File: src/sv/tles_pkg.sv
// Shared types, constants and helpers for the trig linear equation solver.
// Depends on nothing; every other file of the block imports it.
`timescale 1ns / 1ps

package tles_pkg;

    // Fixed-point one in Q2.30
    localparam logic [31:0] ONE_Q30 = 32'h4000_0000;

    // Queue between front and back
    localparam int FIFO_DEPTH = 4;
    localparam int FIFO_AW    = $clog2(FIFO_DEPTH);

    // Iteration counts of the shared sequential units
    localparam int SQRT_STEPS = 62;   // radicand below 2^124, one result bit a step
    localparam int DIV_STEPS  = 33;   // quotient is known to stay below 2^33
    localparam int CNT_W      = 6;

    // Result outcome codes
    localparam logic [1:0] OC_ROOT   = 2'd0;
    localparam logic [1:0] OC_NONE   = 2'd1;
    localparam logic [1:0] OC_SAMPLE = 2'd2;

    typedef struct packed {
        logic signed [31:0] coef_sin;
        logic signed [31:0] coef_cos;
        logic signed [31:0] coef_const;
    } tles_in_t;

    typedef struct packed {
        logic signed [31:0] root_cos;
        logic signed [31:0] root_sin;
        logic [1:0]         outcome;
        logic               last;
    } tles_out_t;

    // Classification made by the front
    typedef enum logic [1:0] {
        KIND_ROOTS,
        KIND_NONE,
        KIND_IDENT
    } tles_kind_t;

    // One classified item as it sits in the queue
    typedef struct packed {
        tles_kind_t  kind;
        logic        sa;
        logic        sb;
        logic        sc;
        logic [31:0] ma;
        logic [31:0] mb;
        logic [63:0] s;
        logic [63:0] d;
        logic [63:0] ac;
        logic [63:0] bc;
    } tles_entry_t;

    typedef enum logic [3:0] {
        ST_IDLE,
        ST_SQRT,
        ST_MUL,
        ST_ADD,
        ST_NUM,
        ST_DLOAD,
        ST_DIV,
        ST_ROUND,
        ST_EMIT
    } tles_state_t;

    // Magnitude of a 32-bit two's-complement value (the most negative value maps to 2^31)
    function automatic logic [31:0] mag32(input logic [31:0] v);
        return v[31] ? (~v + 32'd1) : v;
    endfunction

endpackage

File: src/sv/tles_fifo.sv
// Short queue of classified items between front and back.
// Depends on tles_pkg.
`timescale 1ns / 1ps

module tles_fifo (
    input  logic                  clk,
    input  logic                  rst_n,
    input  logic                  push_valid,
    output logic                  push_ready,
    input  tles_pkg::tles_entry_t push_data,
    output logic                  pop_valid,
    input  logic                  pop_ready,
    output tles_pkg::tles_entry_t pop_data
);
    import tles_pkg::*;

    tles_entry_t              mem [FIFO_DEPTH];
    logic [FIFO_AW-1:0]       wr_ptr_reg, rd_ptr_reg;
    logic [FIFO_AW:0]         count_reg, count_next;
    logic                     push, pop;

    assign push_ready = (count_reg != (FIFO_AW+1)'(FIFO_DEPTH));
    assign pop_valid  = (count_reg != '0);
    assign push       = push_valid && push_ready;
    assign pop        = pop_valid && pop_ready;
    assign pop_data   = mem[rd_ptr_reg];

    always_comb
    begin
        count_next = count_reg;
        if (push && !pop)
            count_next = count_reg + 1'b1;
        else if (pop && !push)
            count_next = count_reg - 1'b1;
    end

    always_ff @(posedge clk or negedge rst_n)
    begin
        if (!rst_n)
        begin
            wr_ptr_reg <= '0;
            rd_ptr_reg <= '0;
            count_reg  <= '0;
        end
        else
        begin
            if (push)
                wr_ptr_reg <= wr_ptr_reg + 1'b1;
            if (pop)
                rd_ptr_reg <= rd_ptr_reg + 1'b1;
            count_reg <= count_next;
        end
    end

    // storage
    always_ff @(posedge clk)
    begin
        if (push)
            mem[wr_ptr_reg] <= push_data;
    end

endmodule

File: config.mk
export PLATFORM = sky130hd
export DESIGN_NAME = tles_fifo
export DESIGN_NICKNAME = d
export VERILOG_FILES = /design/src/sv/tles_pkg.sv /design/src/sv/tles_fifo.sv
export SDC_FILE = /design/constraint.sdc
export NUM_CORES = 1
export LEC_CHECK = 0
export ABC_AREA = 0
export BUFFER_PORTS_ARGS = -buffer_cell sky130_fd_sc_hd__buf_2
export CAP_MARGIN = 20
export CORE_MARGIN = 3
export CORE_UTILIZATION = 55
export DETAILED_ROUTE_END_ITERATION = 6
export GPL_ROUTABILITY_DRIVEN = 0
export PLACE_DENSITY = 0.8
export SETUP_SLACK_MARGIN = 0.1
export SYNTH_ARGS = -nofsm -noshare
export SYNTH_HDL_FRONTEND = slang
export SYNTH_SLANG_ARGS = --single-unit
File: constraint.sdc
create_clock -name clk -period 13.1 [get_ports clk]
set_input_delay 3.275 -clock clk [delete_from_list [all_inputs] [get_ports clk]]
set_output_delay 3.275 -clock clk [all_outputs]
set_load 0.005 [all_outputs]
==> out/results.tsv, run 1 <==
stage	metric	value	unit
run_status	status	complete, no violations	
logic_synthesis	ys_seq_area_share	83.1	%
timing	worst_pin_slew	1.31	ns
timing	slew_headroom	13.0	%
cells_and_area	drive_gt1_share	45.5	%
critical_path	rr_startpoint	count_reg[0]	
floorplanning	die_width	299	µm
global_route	antenna_found_initial	55	
timing	fmax	138	MHz
floorplanning	start_util	56.0	%
timing	min_period	7.22	ns
route	antenna_left	0	
cells_and_area	syn2layout_area_growth	17.5	%
global_route	met3_usage	6.71	%
critical_path	endpoint_kind	primary output	
logic_synthesis	ys_async_sr_fraction	0.536	%
global_route	grt_most_used_layer	met2	
global_route	grt_overflow	0	
cells_and_area	fillers	5207	
logic_synthesis	synth_seq_cells	1307	
min_path	hold_class	reg2reg	
pwr	p_leak	18.6	nW
pwr	ir_worst_vdd	0.176	mV
route	via_per_inst	5.80	
route	avgRoutedWirePerCell	27.3	µm
timing	finalClockSkew	0.0172	ns
clock_tree	cts_tree	done	
critical_path	crit_arrival	3.95	ns
logic_synthesis	synthCells	1733	
global_route	use_met1	27.7	%
placed_design	place_ws	6.37	ns
critical_path	worst_path_largest_cell_delay	0.88	ns
floorplanning	top_level_ports	656	
critical_path	r2r_slack	9.18	ns
min_path	min_from	count_reg[2]	
placed_design	numPortBuffers	655	
critical_path	crit_chain	buf_12 -> buf_4 -> mux4_2 -> buf_2	
logic_synthesis	syn_area	0.0472	mm²
timing	setup_viol	0	
global_route	grt_use_total	22.8	%
route	drt_iter0_drc	1931	
critical_path	crit_path_start	rd_ptr_reg[0]	
clock_tree	hold_buffers	0	
logic_synthesis	syn_avg_cell_area	27.2	µm²
route	drt_pass1_iterations	5	
cells_and_area	nNetsFinal	2787	
timing	hold_ws	0.569	ns
critical_path	critPathKind	reg2out	
logic_synthesis	post-synth-top-count-cell	edfxtp_1	
logic_synthesis	yosysWarnings	0	
floorplanning	core-area	0.0844	mm²
logic_synthesis	synth_edf_count	1300	
clock_tree	cts_buffers	120	
floorplanning	die-area	0.0894	mm²
critical_path	start_kind	flop	
logic_synthesis	yosys.area.top_type	edfxtp_1	
timing	grt_setup_unrepaired	false	
logic_synthesis	syn-num-nets	2068	
global_route	grt_pass1_wl	150000	µm
logic_synthesis	synth.distinct_cells	20	
cells_and_area	finish.utilization	65.7	%
clock_tree	post_cts_resized	0	
clock_tree	cts_sinks	1307	
clock_tree	postCtsSetupBuffers	0	
timing	setup_tns	0	ns
clock_tree	clk_pin_slew	0.06	ns
clock_tree	cts-root-buf	clkbuf_16	
pwr	power.density	225	mW/mm²
global_route	grt_pass1_vias	22903	
logic_synthesis	synth_top_flop_cell	edfxtp_1	
clock_tree	cts.path.max_buffers	3	
timing	post-route-period-util	55.2	%
global_route	grt_start_max_net_pins	166	
route	drc_errors	0	
logic_synthesis	ys_top_cells_by_area	edfxtp_1, mux4_2, buf_4	
pwr	total_power	0.0125	W
flow_run	cap_violations	0	
clock_tree	htreeDepth	3	
floorplanning	die_h	299	µm
critical_path	required	9.82	ns
timing	finalHoldViolCount	0	
timing	drv_slew	0	
cells_and_area	largest_register_ffs	1300	
critical_path	cp_max_fo	113	
route	vias	21615	
placed_design	hpwl	59500	µm
floorplanning	row_count	106	
critical_path	crit_path_top_delay_cell	buf_4	
route	wirelength	102000	µm
clock_tree	clock_latency	0.68	ns
logic_synthesis	synthTopCellsByCount	edfxtp_1, mux4_2, buf_4	
global_route	grtUsageMet2	38.0	%
logic_synthesis	yosysTopAreaCellShare	82.7	%
timing	fin_ws	5.88	ns
[cell families after synthesis]
family | Yosys count | synth area share, %
flops | 1307 | 83.1
xor+xnor | 6 | 0.111
simple gates | 10 | 0.109
buf+inv | 76 | 0.978
mux | 327 | 15.6
compound gates | 1 | 0.0159
fa+ha+maj | 6 | 0.175
[worst paths after layout]
path / depth (start not counted) / to
worst min register to register: 1 / count_reg[2]
worst max register to register: 5 / mem[2][99]
worst max-delay path: 4 / pop_data[135]
worst min-delay path: 1 / count_reg[2]
min in group asynchronous: 1 / rd_ptr_reg[1]
max in group asynchronous: 1 / rd_ptr_reg[0]
[area by class of cell]
type	count	area (µm²)	area share, %
flip-flops and latches	1307	39200	70.7
multi-input cells	350	7550	13.6
repair buffers	670	3530	6.36
clock buffers	158	3170	5.71
well taps	1134	1420	2.56
clock inverters	57	447	0.805
diodes	47	118	0.212
inverters	3	11.3	0.0203
[report_power, final]
group          switching (W)  internal (W)  leakage, nW  total [W]
clock                0.00143       0.00181         1.76    0.00323
combinational        0.00186       0.00160         4.88    0.00346
sequential          0.000235       0.00554         12.0    0.00578
[through the flow]
stage          instances  instance area [µm²]
6_report            3726                55500
2_1_floorplan       1733                47200
4_1_cts             3679                55300
3_5_place_dp        3464                51700
3_3_place_gp        3464                51700
5_1_grt             3711                55400
[worst max-delay path: cells and delay by family, from the launching register on]
kind,cells,cell delay [ns]
DFF,1,0.70
buffers and inverters,3,1.74
muxes,1,0.65
[layer usage]
metal / up-vias / wire length (µm)
met1: 11333 / 35600
met3: 234 / 8060
li1: 9076 / -
met4: 22 / 4280
met2: 950 / 53600
met5: - / 142
[placed cells by master, fill, tap and decap left out, types with 4 or more instances in the layout]
| master | instances |
|---|---|
| edfxtp_1 | 1300 |
| buf_2 | 655 |
| mux4_2 | 325 |
| clkbuf_16 | 121 |
| diode_2 | 47 |
| clkbuf_1 | 37 |
| clkinv_1 | 24 |
| clkinv_2 | 19 |
| buf_12 | 11 |
| bufinv_16 | 6 |
| ha_1 | 5 |
| dfrtp_1 | 5 |
| and2_4 | 4 |
| xnor2_1 | 4 |
| buf_4 | 4 |
Note: power is estimated with default switching activity, not from simulation.
==> inputs of run 2 (changes only) <==
==> constraint.sdc (replaced) <==
create_clock -name clk -period 7.1 [get_ports clk]
set_input_delay 1.775 -clock clk [delete_from_list [all_inputs] [get_ports clk]]
set_output_delay 1.775 -clock clk [all_outputs]
set_load 0.005 [all_outputs]
==> out/results.tsv, run 2 (synthesis results as in run 1) <==
stage	metric	value	unit
run_status	status	complete, no violations	
timing	setup_viol	0	
floorplanning	start_util	56.0	%
route	antenna_left	0	
floorplanning	top_level_ports	656	
clock_tree	cts_sinks	1307	
cells_and_area	final_cell_mix	edfxtp_1, buf_2, mux4_2	
critical_path	endpoint_kind	primary output	
critical_path	crit_buf_inv	2	
timing	grt_setup_unrepaired	false	
pwr	seqPwrFrac	45.1	%
cells_and_area	syn2layout_area_growth	18.8	%
cells_and_area	largest_register_ffs	1300	
cells_and_area	nNetsFinal	2809	
clock_tree	cts_buffers	130	
timing	hold_ws	0.516	ns
clock_tree	cts-root-buf	clkbuf_16	
route	drt_pass1_iterations	5	
floorplanning	die_h	299	µm
global_route	grt_start_max_net_pins	162	
floorplanning	core-area	0.0844	mm²
min_path	worstHoldPathCells	1	
critical_path	r2r_end	mem[1][153]	
timing	post-route-period-util	70.3	%
cells_and_area	drive_gt1_share	46.4	%
global_route	grt_use_total	24.7	%
critical_path	r2r_slack	4.26	ns
critical_path	crit_arrival	3.22	ns
clock_tree	hold_buffers	0	
timing	finalHoldViolCount	0	
timing	fin_ws	2.11	ns
timing	min_period	4.99	ns
pwr	clock_power_share	27.5	%
critical_path	path_delay_family	flip-flops	
critical_path	crit_chain	buf_4 -> mux4_2 -> buf_2	
timing	fmax	200	MHz
route	via_per_inst	5.95	
critical_path	worst_path_largest_cell_delay	1.17	ns
global_route	grt_overflow	0	
route	wirelength	110000	µm
floorplanning	row_count	106	
critical_path	start_kind	flop	
route	drt_iter0_drc	2193	
critical_path	rr_startpoint	count_reg[0]	
timing	drv_slew	0	
global_route	grt_pass1_vias	23639	
route	avgRoutedWirePerCell	29.4	µm
clock_tree	cts.path.max_buffers	3	
pwr	ir_worst_vdd	0.532	mV
timing	worst_pin_slew	1.29	ns
clock_tree	htreeDepth	4	
floorplanning	die-area	0.0894	mm²
clock_tree	postCtsSetupBuffers	0	
timing	setup_tns	0	ns
placed_design	numPortBuffers	655	
clock_tree	cts_tree	done	
clock_tree	post_cts_resized	0	
clock_tree	clock_latency	0.71	ns
placed_design	place_ws	2.77	ns
critical_path	r2r_cells	4	
global_route	grt_pass1_wl	160000	µm
global_route	antenna_found_initial	53	
cells_and_area	finish.utilization	66.5	%
clock_tree	clk_pin_slew	0.06	ns
pwr	p_sw	0.00687	W
pwr	p_leak	18.9	nW
timing	finalClockSkew	0.0180	ns
route	drc_errors	0	
critical_path	cp_max_fo	67	
pwr	p_int	0.0170	W
placed_design	hpwl	64300	µm
min_path	min_from	count_reg[2]	
critical_path	required	5.33	ns
critical_path	crit_path_top_delay_cell	dfrtp_4	
pwr	p_comb_share	27.3	%
route	vias	22324	
min_path	min_to	count_reg[2]	
pwr	power_switching_share	28.8	%
critical_path	critPathKind	reg2out	
pwr	total_power	0.0239	W
flow_run	cap_violations	0	
floorplanning	die_width	299	µm
pwr	power.density	425	mW/mm²
min_path	hold_class	reg2reg	
timing	slew_headroom	13.8	%
cells_and_area	final_common_cell	edfxtp_1	
[run 2: cell types whose count changed in the layout (fill, tap and decap cells not counted), sizes merged]
| cell | change |
|---|---|
| buf | +12 |
| inv | +9 |
| clkinv | +3 |
| diode | +3 |
| bufinv | +2 |
| clkbuf | -1 |
[run 2: layout make-up]
type,instances,area (µm²)
Antenna cell,50,125
Clock buffer,157,3440
Clock inverter,71,618
Fill cell,5182,28300
Inverter,3,11.3
Multi-Input combinational cell,350,7550
Sequential cell,1307,39200
Tap cell,1134,1420
Timing Repair Buffer,682,3710
[run 2: routing by layer]
layer / track usage [%] / part of all wire (%) / up-vias
met4: 12.3 / 4.6 / 12
met1: 29.8 / 33 / 11702
li1: - / - / 9112
met3: 6.84 / 8.7 / 267
met2: 41.4 / 53 / 1231
met5: 0 / 0.075 / -
[run 2: worst max path at each step]
stage,depth (start not counted),from,endpoint
6_report,3,rd_ptr_reg[1],pop_data[274]
4_1_cts,3,rd_ptr_reg[0],pop_data[140]
3_3_place_gp,3,rd_ptr_reg[0],pop_data[140]
2_1_floorplan,2,push_valid,mem[0][0]
5_1_grt,3,rd_ptr_reg[0],pop_data[126]
3_5_place_dp,3,rd_ptr_reg[0],pop_data[141]
[run 2: per-stage QoR]
step,area [µm²],std cells
6_report,56100,3754
5_1_grt,56000,3739
4_1_cts,56000,3704
3_5_place_dp,51900,3476
3_3_place_gp,51900,3476
2_1_floorplan,47200,1733
[run 2: power groups by stage]
| stage | Clock [W] | Sequential [W] | Combinational (W) |
|---|---|---|---|
| 4_1_cts | 0.00669 | 0.0108 | 0.00663 |
| 5_1_grt | 0.00699 | 0.0109 | 0.00690 |
| 2_1_floorplan | 0 | 0.0108 | 0.00393 |
| 3_3_place_gp | 0 | 0.0107 | 0.00645 |
| 3_5_place_dp | 0 | 0.0109 | 0.00651 |
| 6_report | 0.00656 | 0.0108 | 0.00652 |
[run 2: worst reg2reg max path, delay by kind of cell, from the launching register on]
family	cells	cell delay [ns]
AOI/OAI and AO/OA	1	0.53
and+or+nand+nor	2	0.49
DFF	1	0.42
buffers and inverters	1	0.56
